### src/desk_uart_frame_parser_assert.svh
// Assertion macros for the frame parser RTL.
// Each macro expects signals named clk and rst_n in the enclosing module.
`ifndef DESK_UART_FRAME_PARSER_ASSERT_SVH
`define DESK_UART_FRAME_PARSER_ASSERT_SVH

// Same-cycle implication, checked outside reset.
`define DUFP_ASSERT_NOW(lbl, ante, cons, msg) \
    lbl: assert property (@(posedge clk) disable iff (!rst_n) (ante) |-> (cons)) \
        else $error(msg);

// Next-cycle implication, checked outside reset.
`define DUFP_ASSERT_NEXT(lbl, ante, cons, msg) \
    lbl: assert property (@(posedge clk) disable iff (!rst_n) (ante) |=> (cons)) \
        else $error(msg);

`endif

### src/dufp_pkg.sv
// Shared types and constants for the UART frame parser.
// No dependencies; imported by every module of the block.
package dufp_pkg;

    localparam logic [7:0] SYNC_RESET  = 8'hF2;
    localparam logic [7:0] END_RESET   = 8'h7E;
    localparam logic [7:0] CMD_HEIGHT  = 8'h01;
    localparam logic [7:0] CMD_SLOT_LO = 8'h25;
    localparam logic [7:0] CMD_SLOT_HI = 8'h28;

    localparam logic [1:0] KIND_HEIGHT = 2'd0;
    localparam logic [1:0] KIND_SLOT   = 2'd1;
    localparam logic [1:0] KIND_OTHER  = 2'd2;

    localparam logic REG_SYNC = 1'b0;
    localparam logic REG_END  = 1'b1;

    typedef enum logic [6:0] {
        PH_SYNC1 = 7'b0000001,
        PH_SYNC2 = 7'b0000010,
        PH_CMD   = 7'b0000100,
        PH_LEN   = 7'b0001000,
        PH_DATA  = 7'b0010000,
        PH_CSUM  = 7'b0100000,
        PH_END   = 7'b1000000
    } phase_t;

    typedef struct packed {
        logic [1:0]  kind;
        logic [1:0]  slot;
        logic [7:0]  command;
        logic [15:0] value;
        logic [7:0]  length;
    } report_t;

endpackage

### src/dufp_track.sv
// Frame tracking state machine: sync hunt, header, payload, checksum, end byte.
// Depends on dufp_pkg and desk_uart_frame_parser_assert.svh.
`include "desk_uart_frame_parser_assert.svh"

module dufp_track (
    input  logic              clk,
    input  logic              rst_n,
    input  logic              step,
    input  logic [7:0]        rx_data,
    input  logic [7:0]        sync_val,
    input  logic [7:0]        end_val,
    output logic              rpt_push,
    output dufp_pkg::report_t rpt
);
    import dufp_pkg::*;

    phase_t     phase_reg, phase_next;
    logic [7:0] cmd_reg, cmd_next;
    logic [7:0] len_reg, len_next;
    logic [7:0] taken_reg, taken_next;
    logic [7:0] sum_reg, sum_next;
    logic [7:0] head0_reg, head0_next;
    logic [7:0] head1_reg, head1_next;
    logic [7:0] taken_inc;

    assign taken_inc = taken_reg + 8'd1;

    always_comb
    begin
        phase_next = phase_reg;
        cmd_next   = cmd_reg;
        len_next   = len_reg;
        taken_next = taken_reg;
        sum_next   = sum_reg;
        head0_next = head0_reg;
        head1_next = head1_reg;
        rpt_push   = 1'b0;
        if (step)
        begin
            unique case (phase_reg)
                PH_SYNC1:
                begin
                    if (rx_data == sync_val)
                    begin
                        phase_next = PH_SYNC2;
                    end
                end
                PH_SYNC2:
                begin
                    if (rx_data == sync_val)
                    begin
                        phase_next = PH_CMD;
                        sum_next   = 8'd0;
                    end
                    else
                    begin
                        phase_next = PH_SYNC1;
                    end
                end
                PH_CMD:
                begin
                    cmd_next   = rx_data;
                    sum_next   = sum_reg + rx_data;
                    phase_next = PH_LEN;
                end
                PH_LEN:
                begin
                    len_next   = rx_data;
                    taken_next = 8'd0;
                    head0_next = 8'd0;
                    head1_next = 8'd0;
                    sum_next   = sum_reg + rx_data;
                    phase_next = (rx_data == 8'd0) ? PH_CSUM : PH_DATA;
                end
                PH_DATA:
                begin
                    // Entry guarantees taken < length, so every byte here is payload.
                    if (taken_reg == 8'd0)
                    begin
                        head0_next = rx_data;
                    end
                    if (taken_reg == 8'd1)
                    begin
                        head1_next = rx_data;
                    end
                    sum_next   = sum_reg + rx_data;
                    taken_next = taken_inc;
                    if (taken_inc >= len_reg)
                    begin
                        phase_next = PH_CSUM;
                    end
                end
                PH_CSUM:
                begin
                    phase_next = (rx_data == sum_reg) ? PH_END : PH_SYNC1;
                end
                PH_END:
                begin
                    rpt_push   = (rx_data == end_val);
                    phase_next = PH_SYNC1;
                end
                default:
                begin
                    phase_next = PH_SYNC1;
                end
            endcase
        end
    end

    // Report decode works from the held frame fields.
    always_comb
    begin
        rpt.kind    = KIND_OTHER;
        rpt.slot    = 2'd0;
        rpt.command = cmd_reg;
        rpt.value   = {head0_reg, head1_reg};
        rpt.length  = len_reg;
        if (cmd_reg == CMD_HEIGHT)
        begin
            rpt.kind = KIND_HEIGHT;
        end
        else if (cmd_reg >= CMD_SLOT_LO && cmd_reg <= CMD_SLOT_HI)
        begin
            rpt.kind = KIND_SLOT;
            rpt.slot = 2'(cmd_reg - CMD_SLOT_LO);
        end
    end

    always_ff @(posedge clk or negedge rst_n)
    begin
        if (!rst_n)
        begin
            phase_reg <= PH_SYNC1;
            cmd_reg   <= 8'd0;
            len_reg   <= 8'd0;
            taken_reg <= 8'd0;
            sum_reg   <= 8'd0;
            head0_reg <= 8'd0;
            head1_reg <= 8'd0;
        end
        else
        begin
            phase_reg <= phase_next;
            cmd_reg   <= cmd_next;
            len_reg   <= len_next;
            taken_reg <= taken_next;
            sum_reg   <= sum_next;
            head0_reg <= head0_next;
            head1_reg <= head1_next;
        end
    end

    `DUFP_ASSERT_NOW(a_push_from_end, rpt_push, step && phase_reg == PH_END,
        "report pushed outside the end byte phase")
    `DUFP_ASSERT_NOW(a_data_count, phase_reg == PH_DATA, taken_reg < len_reg,
        "payload phase with the byte count already at the length")
    `DUFP_ASSERT_NEXT(a_zero_len, step && phase_reg == PH_LEN && rx_data == 8'd0,
        phase_reg == PH_CSUM, "zero length did not go to the checksum phase")
    `DUFP_ASSERT_NEXT(a_end_done, step && phase_reg == PH_END,
        phase_reg == PH_SYNC1, "end byte phase did not return to the sync hunt")

endmodule

### src/dufp_outreg.sv
// Result register holding one report until the downstream side takes it.
// Depends on dufp_pkg.
module dufp_outreg (
    input  logic              clk,
    input  logic              rst_n,
    input  logic              push,
    input  dufp_pkg::report_t rpt,
    input  logic              out_stall,
    output logic              out_free,
    output logic              out_valid,
    output logic [1:0]        report_kind,
    output logic [1:0]        memory_slot,
    output logic [7:0]        frame_command,
    output logic [15:0]       reported_value,
    output logic [7:0]        payload_length
);
    import dufp_pkg::*;

    logic    vld_reg, vld_next;
    report_t rpt_reg;

    // A pending report may be replaced in the same cycle it is taken.
    assign out_free = !vld_reg || !out_stall;
    assign vld_next = push ? 1'b1 : (out_free ? 1'b0 : vld_reg);

    always_ff @(posedge clk or negedge rst_n)
    begin
        if (!rst_n)
        begin
            vld_reg <= 1'b0;
        end
        else
        begin
            vld_reg <= vld_next;
        end
    end

    always_ff @(posedge clk)
    begin
        if (push)
        begin
            rpt_reg <= rpt;
        end
    end

    assign out_valid      = vld_reg;
    assign report_kind    = rpt_reg.kind;
    assign memory_slot    = rpt_reg.slot;
    assign frame_command  = rpt_reg.command;
    assign reported_value = rpt_reg.value;
    assign payload_length = rpt_reg.length;

endmodule

### src/desk_uart_frame_parser.sv
// A byte is registered on acceptance and stepped through the parser once the output
// register is free; out_valid is registered from the step that takes the end byte.
// Throughput: one byte per cycle while the output register is free; the output register is the only stall point.
// Reset: asynchronous, active low; the parser hunts the first sync byte and the
// sync and end byte registers return to 0xF2 and 0x7E.
module desk_uart_frame_parser (
    input  logic        clk,
    input  logic        rst_n,
    input  logic        in_valid,
    output logic        in_stall,
    input  logic [7:0]  rx_byte,
    output logic        out_valid,
    input  logic        out_stall,
    output logic [1:0]  report_kind,
    output logic [1:0]  memory_slot,
    output logic [7:0]  frame_command,
    output logic [15:0] reported_value,
    output logic [7:0]  payload_length,
    input  logic        cfg_we,
    input  logic        cfg_index,
    input  logic [7:0]  cfg_data
);
    import dufp_pkg::*;

    logic [7:0] sync_val_reg;
    logic [7:0] end_val_reg;
    logic       byte_vld_reg, byte_vld_next;
    logic [7:0] byte_reg;
    logic       out_free;
    logic       step;
    logic       accept;
    logic       rpt_push;
    report_t    rpt;

    assign step     = byte_vld_reg && out_free;
    assign in_stall = byte_vld_reg && !out_free;
    assign accept   = in_valid && !in_stall;
    assign byte_vld_next = accept ? 1'b1 : (step ? 1'b0 : byte_vld_reg);

    always_ff @(posedge clk or negedge rst_n)
    begin
        if (!rst_n)
        begin
            byte_vld_reg <= 1'b0;
            sync_val_reg <= SYNC_RESET;
            end_val_reg  <= END_RESET;
        end
        else
        begin
            byte_vld_reg <= byte_vld_next;
            if (cfg_we)
            begin
                unique case (cfg_index)
                    REG_SYNC: sync_val_reg <= cfg_data;
                    REG_END:  end_val_reg  <= cfg_data;
                    default:  sync_val_reg <= sync_val_reg;
                endcase
            end
        end
    end

    always_ff @(posedge clk)
    begin
        if (accept)
        begin
            byte_reg <= rx_byte;
        end
    end

    dufp_track u_track (
        .clk      (clk),
        .rst_n    (rst_n),
        .step     (step),
        .rx_data  (byte_reg),
        .sync_val (sync_val_reg),
        .end_val  (end_val_reg),
        .rpt_push (rpt_push),
        .rpt      (rpt)
    );

    dufp_outreg u_outreg (
        .clk            (clk),
        .rst_n          (rst_n),
        .push           (rpt_push),
        .rpt            (rpt),
        .out_stall      (out_stall),
        .out_free       (out_free),
        .out_valid      (out_valid),
        .report_kind    (report_kind),
        .memory_slot    (memory_slot),
        .frame_command  (frame_command),
        .reported_value (reported_value),
        .payload_length (payload_length)
    );

endmodule
### config.mk
export PLATFORM = sky130hd
export DESIGN_NAME = desk_uart_frame_parser
export DESIGN_NICKNAME = d
export VERILOG_FILES = /design/src/dufp_pkg.sv /design/src/dufp_track.sv /design/src/dufp_outreg.sv /design/src/desk_uart_frame_parser.sv
export VERILOG_INCLUDE_DIRS = /design/src /design/src/src
export SDC_FILE = /design/constraint.sdc
export NUM_CORES = 1
export LEC_CHECK = 0
export BUFFER_PORTS_ARGS = -buffer_cell sky130_fd_sc_hd__buf_2
export CORE_UTILIZATION = 35
export CTS_CLUSTER_SIZE = 28
export DETAILED_ROUTE_END_ITERATION = 7
export GPL_TIMING_DRIVEN = 0
export SYNTH_ARGS = -nofsm -noshare
export SYNTH_HDL_FRONTEND = slang
export SYNTH_HIERARCHICAL = 1
export SYNTH_SLANG_ARGS = --single-unit
### constraint.sdc
create_clock -name clk -period 7.7 [get_ports clk]
set_clock_uncertainty 0.1 [all_clocks]
set_input_delay 0.77 -clock clk [delete_from_list [all_inputs] [get_ports clk]]
set_output_delay 0.77 -clock clk [all_outputs]
set_load 0.05 [all_outputs]
==> results of run 1 <==
## through the flow
step	setup WS [ns]	util (%)	power, mW
floorplan	1.80	-	0.741
global placement	0.141	39.9	0.770
detailed placement	3.94	40.4	0.777
CTS	4.38	44.6	1.59
global route	4.20	44.6	1.63
finish	4.40	44.6	1.58
## synth_stat cells, types with 2 or more instances
master,count
a21oi_1,4
inv_1,20
and3_1,3
nor3_1,5
xnor2_1,15
and2_1,10
nor4_1,4
nand3_1,11
nor2_1,18
o21ai_0,7
a21o_1,4
o21ai_1,2
xor2_1,15
a22o_1,7
a21oi_4,2
o41ai_1,2
a31oi_1,2
nor3b_1,3
clkbuf_1,3
edfxtp_1,44
mux2_4,8
a211oi_1,2
o21a_1,2
a32o_1,6
nor2b_1,2
dfstp_2,12
buf_2,3
ha_1,21
dfrtp_1,61
nand2_1,18
mux2_2,35
o211ai_1,2
nand2b_1,6
nand4_1,3
mux2_1,7
or4_1,4
## power breakdown
group,switching [mW],internal (mW)
clock,0.273,0.539
sequential,0.0209,0.669
combinational,0.0357,0.0379
total,0.329,1.25
## critical path: cells and delay by family
kind                   cells  cell delay [ns]
buffers and inverters      6             1.32
and+or+nand+nor            5             1.19
## metal layers
layer  share of wire (%)  up-vias
met5                   0        -
met2                  49      103
met3                 6.1       21
met1                  42     1650
li1                    -     1585
met4                 2.5        0
## placed cells by master (no fill, tap or decap), drive strengths merged, types with 2 or more instances in the layout
cell type	n
xnor2	15
nor4	6
nand3	12
a31oi	3
o21ai	10
and3	3
o211ai	2
dfstp	12
nand2	19
a21o	4
clkinvlp	4
inv	20
ha	21
a32o	6
a211oi	2
nand4	3
a22o	7
mux2	50
nor3	5
clkinv	5
edfxtp	44
nor2b	2
or4	4
clkbuf	22
bufinv	4
nand2b	7
a21oi	7
xor2	15
nor2	18
dfrtp	61
buf	69
nor3b	3
o41ai	2
o21a	2
and2	10
## path summary, 6_finish.rpt
check	cells past startpoint	from	endpoint	slack, ns
setup / recovery	11	out_stall	u_outreg/reported_value[3]$_DFFE_PP_	4.40
hold reg to reg	0	u_track/head0_reg[5]$_DFFE_PN0P_	u_outreg/reported_value[13]$_DFFE_PP_	0.34
max in group asynchronous	2	rst_n	sync_val_reg[6]$_DFFE_PN1P_	6.85
setup reg to reg	11	u_track/taken_reg[0]$_DFFE_PN0P_	u_track/phase_reg[5]$_DFFE_PN0P_	4.44
hold / removal	1	rst_n	u_track/head1_reg[7]$_DFFE_PN0P_	0.06
min in group clk	0	u_track/head0_reg[5]$_DFFE_PN0P_	u_outreg/reported_value[13]$_DFFE_PP_	0.34
## logic make-up after synthesis
logic type | synth area share [%]
xor+xnor | 4.92
mux | 11.3
buf+inv | 2.18
compound gates | 7.33
fa+ha+maj | 5.29
flops | 59.2
simple gates | 9.77
## final cells by class
type,count,area (µm²)
Tap cell,184,230
Sequential cell,117,3160
Inverter,20,75.1
Clock inverter,13,183
Clock buffer,19,433
Timing Repair Buffer,64,355
Buffer,8,41.3
Fill cell,1320,8150
Multi-Input combinational cell,244,2070
==> out/qor.yml, run 1 <==
synth:
  synthFlopType: "dfrtp_1"
  synth_warnings: 6
  yosysUniqueCellTypes: 52
  synth_top_area_share_pct: 28.6
  syn_nets: 433
  synth_edf_count: 44
  syn-cell-area_um2: 5340
  avgSynthCellArea_um2: 13.7
  synthCells: 389
  ys_seq_area_share_pct: 59.2
  synth_top_area_cell: "dfrtp_1"
  synth-seq-cells: 117
  async_flop_share_pct: 62.4
  synthTopCellsByArea: "dfrtp_1 29%, edfxtp_1 25%, mux2_2 7.4%, dfstp_2 5.9%, ha_1 4.9%"
sta:
  rsz0062_at_grt: "false"
  finalCritPeriodShare_pct: 42.8
  finalSetupTns_ns: 0
  slew_viol_final: 0
  min_period_ns: 3.30
  fmax_ghz: 0.303
  timing.hold.ws_ns: 0.0649
  setup_viol: 0
  hold_viol: 0
  worst_pin_slew_ns: 0.509
  slew_headroom_pct: 66.0
placement:
  dpl.hpwl_um: 7500
  io_buffers: 59
  place_area_um2: 5930
  dp.cells: 637
  gp_congestion: 0.805
cells_and_area:
  nets: 516
  area_delta_synth_final_pct: 22.6
  largest_register_ffs: 16
  drive_gt1_share_pct: 34.0
  finalInstanceArea_um2: 6550
  final_cell_count_no_fill: 669
  antennaDiodeCount: 0
die:
  die_w_um: 126
  fp.dieH_um: 126
  initial_core_util_pct: 36.3
  ios: 60
  std_cell_rows: 44
  core_area_um2: 14700
  die_area_um2: 15800
routing:
  drtAntennaViolNets: 0
  via_per_inst: 5.02
  post_drt_wl_per_cell_um: 15.7
  dr.first_iter.drc_count: 153
  drc: 3
  wl_um: 10500
  drt-pass1-iter-count: 6
  vias: 3359
clock_network:
  cts-buffers-inserted: 17
  cts_tree: "done"
  clk_latency_ns: 0.41
  cts_sinks: 117
  cts-htree-levels: 4
  post_cts_buffers: 0
  hold_buffers: 0
  post_cts_resized: 0
  clk_path_buf_depth: 2
  clk_pin_slew_worst_paths_ns: 0.05
  root_buffer: "clkbuf_16"
run:
  drv_cap: 0
critical_path:
  crit_chain: "buf_2 -> nand2_1 -> and2_1 -> clkbuf_1 -> nand3_1 -> or4_1 -> nor4_2 -> buf_4 -> buf_4 -> buf_4 -> buf_4"
  cp-start-kind: "primary input"
  required_ns: 7.71
  critPathSlowestCell: "or4_1"
  worstPathArrival_ns: 3.30
  endpoint_kind: "flop"
  cpPeakStageDelay_ns: 0.51
  cp_common_cell: "buf_4"
  critPathMaxFanout: 10
  critical_path_class: "primary input to flop"
status:
  status: "finished, violations left"
  violations: "design-rule violations"
global_route:
  track_usage_pct: 14.8
  met1_usage_pct: 18.1
  grt_pass1_wl_um: 17600
  grt_pass1_vias: 3501
  busiest_layer: "met2"
  use_met2_pct: 23.5
  grt_start_max_net_pins: 72
  grt_antenna_before_repair: 0
  grt-ovfl-total: 0
  grt_use_met3_pct: 5.01
pwr:
  ir_drop_mv: 0.133
  pwr_density_cell_nw_per_um2: 241
  leakagePower_nw: 2.99
hold_path:
  hp-class: "primary input to asynchronous set/reset pin"
Note: power is estimated with default switching activity, not from simulation.
==> inputs of run 2 (changes only) <==
==> constraint.sdc (replaced) <==
create_clock -name clk -period 2.8 [get_ports clk]
set_clock_uncertainty 0.1 [all_clocks]
set_input_delay 0.28 -clock clk [delete_from_list [all_inputs] [get_ports clk]]
set_output_delay 0.28 -clock clk [all_outputs]
set_load 0.05 [all_outputs]
==> run 2 against run 1 <==
The run ends with design-rule violations, negative setup slack left; critical path depth is the same; worst setup slack lost 4.4 ns; global-route usage grew 0.84 points; critical endpoint is now u_track/phase_reg[4]$_DFFE_PN0P_; largest power group unchanged.
==> out/qor.yml, run 2 (synthesis results as in run 1) <==
cells_and_area:
  area_delta_synth_final_pct: 30.8  # was 22.6%
  final_common_cell: "buf_2"
  finalInstanceArea_um2: 6980  # was 6550 µm²
  drive_gt1_share_pct: 38.6  # was 34.0%
  nets: 547  # was 516
  largest_register_ffs: 16  # unchanged
  antennaDiodeCount: 0  # unchanged
  layout_common_cells: "61 x buf_2, 59 x dfrtp_1, 44 x edfxtp_1"  # was 61 x dfrtp_1, 61 x buf_2, 44 x edfxtp_1
clock_network:
  clk_latency_ns: 0.42  # was 0.41 ns
  cts-buffers-inserted: 17  # unchanged
  clk_path_buf_depth: 2  # unchanged
  cts_sinks: 117  # unchanged
  cts-htree-levels: 4  # unchanged
  clk_pin_slew_worst_paths_ns: 0.06  # was 0.05 ns
  cts_tree: "done"  # unchanged
  root_buffer: "clkbuf_16"  # unchanged
global_route:
  grt_antenna_before_repair: 0  # unchanged
  grt_pass1_vias: 3641  # was 3,501
  grt-ovfl-total: 0  # unchanged
  grt_start_max_net_pins: 39  # was 72
  track_usage_pct: 15.6  # was 14.8%
  grt_pass1_wl_um: 18700  # was 17,600 µm
placement:
  dp_slack_ns: -0.377  # was 3.94 ns
  dpl.hpwl_um: 7680  # was 7500 µm
  gp_congestion: 0.773  # was 0.805
  place_area_um2: 5950  # was 5930 µm²
  io_buffers: 59  # unchanged
routing:
  drt-pass1-iter-count: 6  # unchanged
  post_drt_wl_per_cell_um: 16.3  # was 15.7 µm
  via_per_inst: 4.96  # was 5.02
  drc: 5  # was 3
  wl_um: 11400  # was 10,500 µm
  vias: 3472  # was 3,359
  dr.first_iter.drc_count: 149  # was 153
  drtAntennaViolNets: 0  # unchanged
critical_path:
  required_ns: 3.00  # was 7.71 ns
  critPathMaxFanout: 8  # was 10
  endpoint_kind: "flop"  # unchanged
  worstPathArrival_ns: 3.00  # was 3.30 ns
  critical_path_class: "flop to flop"  # was primary input to flop
  cp-start-kind: "flop"  # was primary input
die:
  initial_core_util_pct: 36.3  # unchanged
  die_w_um: 126  # unchanged
  core_area_um2: 14700  # unchanged
  ios: 60  # unchanged
  std_cell_rows: 44  # unchanged
  die_area_um2: 15800  # unchanged
  fp.dieH_um: 126  # unchanged
pwr:
  ir_drop_mv: 0.401  # was 0.133 mV
  power_mw: 4.50  # was 1.58 mW
  pwr_density_cell_nw_per_um2: 645  # was 241 nW/µm²
  leakagePower_nw: 3.17  # was 2.99 nW
sta:
  finalCritPeriodShare_pct: 100
  slew_headroom_pct: 65.0  # was 66.0%
  worst_pin_slew_ns: 0.524  # was 0.509 ns
  setup_ws_ns: -0.00203  # was 4.40 ns
  slew_viol_final: 0  # unchanged
  setup_viol: 2  # was 0
  min_period_ns: 2.80
  rsz0062_at_grt: "true"  # was false
  hold_viol: 0  # unchanged
  finalSetupTns_ns: -0.00364  # was 0 ns
  fmax_ghz: 0.357
hold_path:
  hp-class: "primary input to flop"  # was primary input to asynchronous set/reset pin
status:
  violations: "design-rule violations, negative setup slack"  # was design-rule violations
  status: "finished, violations left"  # unchanged
run:
  drv_cap: 0  # unchanged
## run 2: changes by cell type in the layout (fill, tap and decap cells not counted), moves of 3 or more
| cell | before | now |
|---|---|---|
| buf_4 | 5 | 18 |
| nand3_1 | 11 | 8 |
| buf_6 | 1 | 4 |
| dlygate4sd3_1 | 0 | 14 |
| clkbuf_1 | 5 | 2 |
## run 2: stage by stage
step	hold WS [ns]	instances	utilization, %
3_3_place_gp	0.332	632	40.2
3_5_place_dp	0.183	635	40.5
6_report	0.0127	700	47.5
4_1_cts	0.00205	688	46.5
5_1_grt	0.00561	700	47.5
2_1_floorplan	-0.116	389	-
## run 2: layout make-up
class                           count  area, µm²
Fill cell                        1301       7710
Multi-Input combinational cell    244       2180
Timing Repair Buffer               95        634
Inverter                           20       75.1
Tap cell                          184        230
Sequential cell                   117       3170
Clock buffer                       18        439
Buffer                              8       51.3
Clock inverter                     14        208
## run 2: what timing repair did
item | 4_1_cts | 5_1_grt
endpoints found under the hold margin | 45 | 0
pin swaps | 6 | 8
resized for setup | 10 | 10
hold buffers | 14 | 0
setup buffers | 7 | 12
endpoints found under the setup margin | 36 | 7
## run 2: per-layer routing
layer / global-route usage [%] / vias up / share of wire [%]
met2: 25.3 / 72 / 50
li1: - / 1645 / -
met3: 4.36 / 15 / 3.7
met5: 0 / - / 0
met4: 7.10 / 0 / 1.6
met1: 19.4 / 1740 / 45
## run 2: worst paths after layout
check | start | endpoint | slack [ns] | cells past startpoint
max | u_track/taken_reg[1]$_DFFE_PN0P_ | u_track/phase_reg[4]$_DFFE_PN0P_ | -0.002 | 11
min | cfg_data[7] | sync_val_reg[7]$_DFFE_PN1P_ | 0.01 | 2
max reg2reg | u_track/taken_reg[1]$_DFFE_PN0P_ | u_track/phase_reg[4]$_DFFE_PN0P_ | -0.002 | 11
min reg2reg | u_track/head0_reg[2]$_DFFE_PN0P_ | u_outreg/reported_value[10]$_DFFE_PP_ | 0.34 | 0
max in group asynchronous | rst_n | sync_val_reg[4]$_DFFE_PN1P_ | 1.70 | 3
min in group asynchronous | rst_n | sync_val_reg[3]$_DFFE_PN0P_ | 0.26 | 2
## run 2: critical path, cell delays in order, from the launching register on
cell and delay, ns:
dfrtp_1 0.40, buf_6 0.13, and3_4 0.18, nand3_4 0.09
xnor2_2 0.18, ha_1 0.32, a21o_1 0.18, a221oi_2 0.25
o21ai_2 0.12, a31oi_4 0.35, a21oi_4 0.07, mux2_4 0.31
## run 2: power breakdown
part	leakage, nW	switching (mW)	internal (mW)
registers	1.42	0.0497	1.84
clock network	0.307	0.773	1.59
logic	1.44	0.119	0.130
total	3.17	0.942	3.56
==> inputs of run 3 (changes only) <==
--- a/config.mk
+++ b/config.mk
@@ -7,7 +7,7 @@
 export NUM_CORES = 1
 export LEC_CHECK = 0
 export BUFFER_PORTS_ARGS = -buffer_cell sky130_fd_sc_hd__buf_2
-export CORE_UTILIZATION = 35
+export CORE_UTILIZATION = 32
 export CTS_CLUSTER_SIZE = 28
 export DETAILED_ROUTE_END_ITERATION = 7
 export GPL_TIMING_DRIVEN = 0
==> run 3 against run 2 <==
Critical path depth did not move; the run now ends clean; critical endpoint unchanged; wire length down 1.9%; worst setup slack better by 0.030 ns; first-iteration DRC count decreased by 21%; largest power group unchanged; clock power down 6%.
==> out/qor.yml, run 3 (synthesis results as in run 1) <==
placement:
  dpl.hpwl_um: 7510  # was 7680 µm
  io_buffers: 59  # unchanged
  dp_slack_ns: -0.331  # was -0.377 ns
  gp_congestion: 0.774  # was 0.773
cells_and_area:
  final_util_pct: 42.8  # was 47.5%
  largest_register_ffs: 16  # unchanged
  antennaDiodeCount: 0  # unchanged
  final_common_cell: "buf_2"  # unchanged
  drive_gt1_share_pct: 37.5  # was 38.6%
  area_delta_synth_final_pct: 29.2  # was 30.8%
  layout_common_cells: "61 x buf_2, 58 x dfrtp_1, 44 x edfxtp_1"  # was 61 x buf_2, 59 x dfrtp_1, 44 x edfxtp_1
  nets: 537  # was 547
  filler_cell_count: 1481  # was 1,301
routing:
  wl_um: 11200  # was 11,400 µm
  drt-pass1-iter-count: 5  # was 6
  via_per_inst: 4.71  # was 4.96
  vias: 3404  # was 3,472
  drtAntennaViolNets: 0  # unchanged
  post_drt_wl_per_cell_um: 15.5  # was 16.3 µm
  drc: 0  # was 5
  dr.first_iter.drc_count: 118  # was 149
clock_network:
  clk_path_buf_depth: 2  # unchanged
  cts_tree: "done"  # unchanged
  cts_sinks: 117  # unchanged
  root_buffer: "clkbuf_16"  # unchanged
  cts-buffers-inserted: 17  # unchanged
  cts-htree-levels: 4  # unchanged
  clk_pin_slew_worst_paths_ns: 0.05  # was 0.06 ns
  clk_latency_ns: 0.41  # was 0.42 ns
global_route:
  grt-ovfl-total: 0  # unchanged
  grt_pass1_wl_um: 18300  # was 18,700 µm
  grt_start_max_net_pins: 72  # was 39
  grt_pass1_vias: 3572  # was 3,641
  track_usage_pct: 13.7  # was 15.6%
  grt_antenna_before_repair: 0  # unchanged
critical_path:
  critPathMaxFanout: 7  # was 8
  worstPathArrival_ns: 2.96  # was 3.00 ns
  cp-start-kind: "flop"  # unchanged
  required_ns: 2.99  # was 3.00 ns
  endpoint_kind: "flop"  # unchanged
  critical_path_class: "flop to flop"  # unchanged
sta:
  min_period_ns: 2.77  # was 2.80 ns
  fmax_ghz: 0.361  # was 0.357 GHz
  rsz0062_at_grt: "true"  # unchanged
  setup_viol: 0  # was 2
  slew_viol_final: 0  # unchanged
  setup_ws_ns: 0.0278  # was -0.00203 ns
  slew_headroom_pct: 63.7  # was 65.0%
  finalSetupTns_ns: 0  # was -0.00364 ns
  hold_viol: 0  # unchanged
  worst_pin_slew_ns: 0.543  # was 0.524 ns
  finalCritPeriodShare_pct: 99.0  # was 100%
  timing.hold.ws_ns: 0.0194  # was 0.0127 ns
die:
  initial_core_util_pct: 33.1  # was 36.3%
  die_area_um2: 17200  # was 15,800 µm²
  fp.dieH_um: 131  # was 126 µm
  die_w_um: 131  # was 126 µm
  ios: 60  # unchanged
  core_area_um2: 16100  # was 14,700 µm²
  std_cell_rows: 46  # was 44
pwr:
  leakagePower_nw: 3.11  # was 3.17 nW
  pwr_density_cell_nw_per_um2: 629  # was 645 nW/µm²
  power_frac_seq_pct: 43.7  # was 41.9%
  comb_power_share_pct: 5.2  # was 5.5%
  internal_power_mw: 3.45  # was 3.56 mW
  ir_drop_mv: 0.376  # was 0.401 mV
  p_sw_uw: 891  # was 942 µW
  p_sw_share_pct: 20.5  # was 20.9%
  pwr-share-clk_pct: 51.1  # was 52.5%
status:
  status: "completed"  # was finished, violations left
run:
  drv_cap: 0  # unchanged
hold_path:
  hp-class: "primary input to flop"  # unchanged
run 3: cell count changes in the layout (fill, tap and decap cells not counted), moves of 2 or more:
cell,delta
clkinv_1,+2
clkinvlp_4,-2
clkinv_2,+2
clkinv_4,-2
dlygate4sd3_1,-3
buf_4,-7
run 3: layout make-up:
type | count | area [µm²] | share of cell area [%]
Buffer | 8 | 51.3 | 0.743
Clock buffer | 19 | 443 | 6.42
Clock inverter | 13 | 163 | 2.36
Inverter | 20 | 75.1 | 1.09
Multi-Input combinational cell | 244 | 2180 | 31.6
Sequential cell | 117 | 3170 | 45.9
Tap cell | 216 | 270 | 3.92
Timing Repair Buffer | 85 | 556 | 8.05
run 3: stage by stage:
step	std cells	power, mW	cell area [µm²]
3_5_place_dp	667	2.14	5990
5_1_grt	722	4.49	6900
3_3_place_gp	664	2.13	5940
6_report	722	4.34	6900
4_1_cts	719	4.38	6820
2_1_floorplan	389	2.05	5380
run 3: final timing paths:
path	start	end	slack, ns	cells after the start
worst max-delay path	u_track/taken_reg[1]$_DFFE_PN0P_	u_track/phase_reg[4]$_DFFE_PN0P_	0.03	11
worst min-delay path	cfg_data[3]	sync_val_reg[3]$_DFFE_PN0P_	0.02	2
worst max register to register	u_track/taken_reg[1]$_DFFE_PN0P_	u_track/phase_reg[4]$_DFFE_PN0P_	0.03	11
worst min register to register	u_track/head1_reg[2]$_DFFE_PN0P_	u_outreg/reported_value[2]$_DFFE_PP_	0.35	0
max in group asynchronous	rst_n	u_track/phase_reg[0]$_DFFE_PN1P_	1.90	3
min in group asynchronous	rst_n	u_track/head0_reg[1]$_DFFE_PN0P_	0.12	2
run 3: repair_timing:
action / in CTS / in global routing
hold endpoints to repair: 71 / 0
pin swaps: 8 / 9
hold buffers: 11 / 0
gates cloned: 0 / 0
buffers inserted: 9 / 3
gates resized for setup: 8 / 12
setup endpoints to repair: 23 / 7
run 3: power groups by stage:
stage	combinational, mW	sequential, mW	clock [mW]
6_report	0.227	1.90	2.22
5_1_grt	0.250	1.90	2.34
4_1_cts	0.227	1.90	2.25
3_5_place_dp	0.213	1.93	0
3_3_place_gp	0.203	1.92	0
2_1_floorplan	0.145	1.90	0
run 3: metal layers:
metal | wire length (µm) | track usage [%] | vias up
li1 | - | - | 1628
met4 | 178 | 5.03 | 0
met5 | 0 | 0 | -
met1 | 4990 | 16.8 | 1682
met3 | 449 | 4.09 | 17
met2 | 5570 | 22.9 | 77
run 3: worst max-delay path: stages, from the launching register on:
cell      delay [ns]
dfrtp_1         0.40
buf_6           0.12
and3_4          0.17
nand3_4         0.08
xnor2_2         0.16
ha_1            0.30
a21o_1          0.20
a221oi_4        0.29
o21ai_2         0.12
a31oi_4         0.33
a21oi_4         0.07
mux2_4          0.31
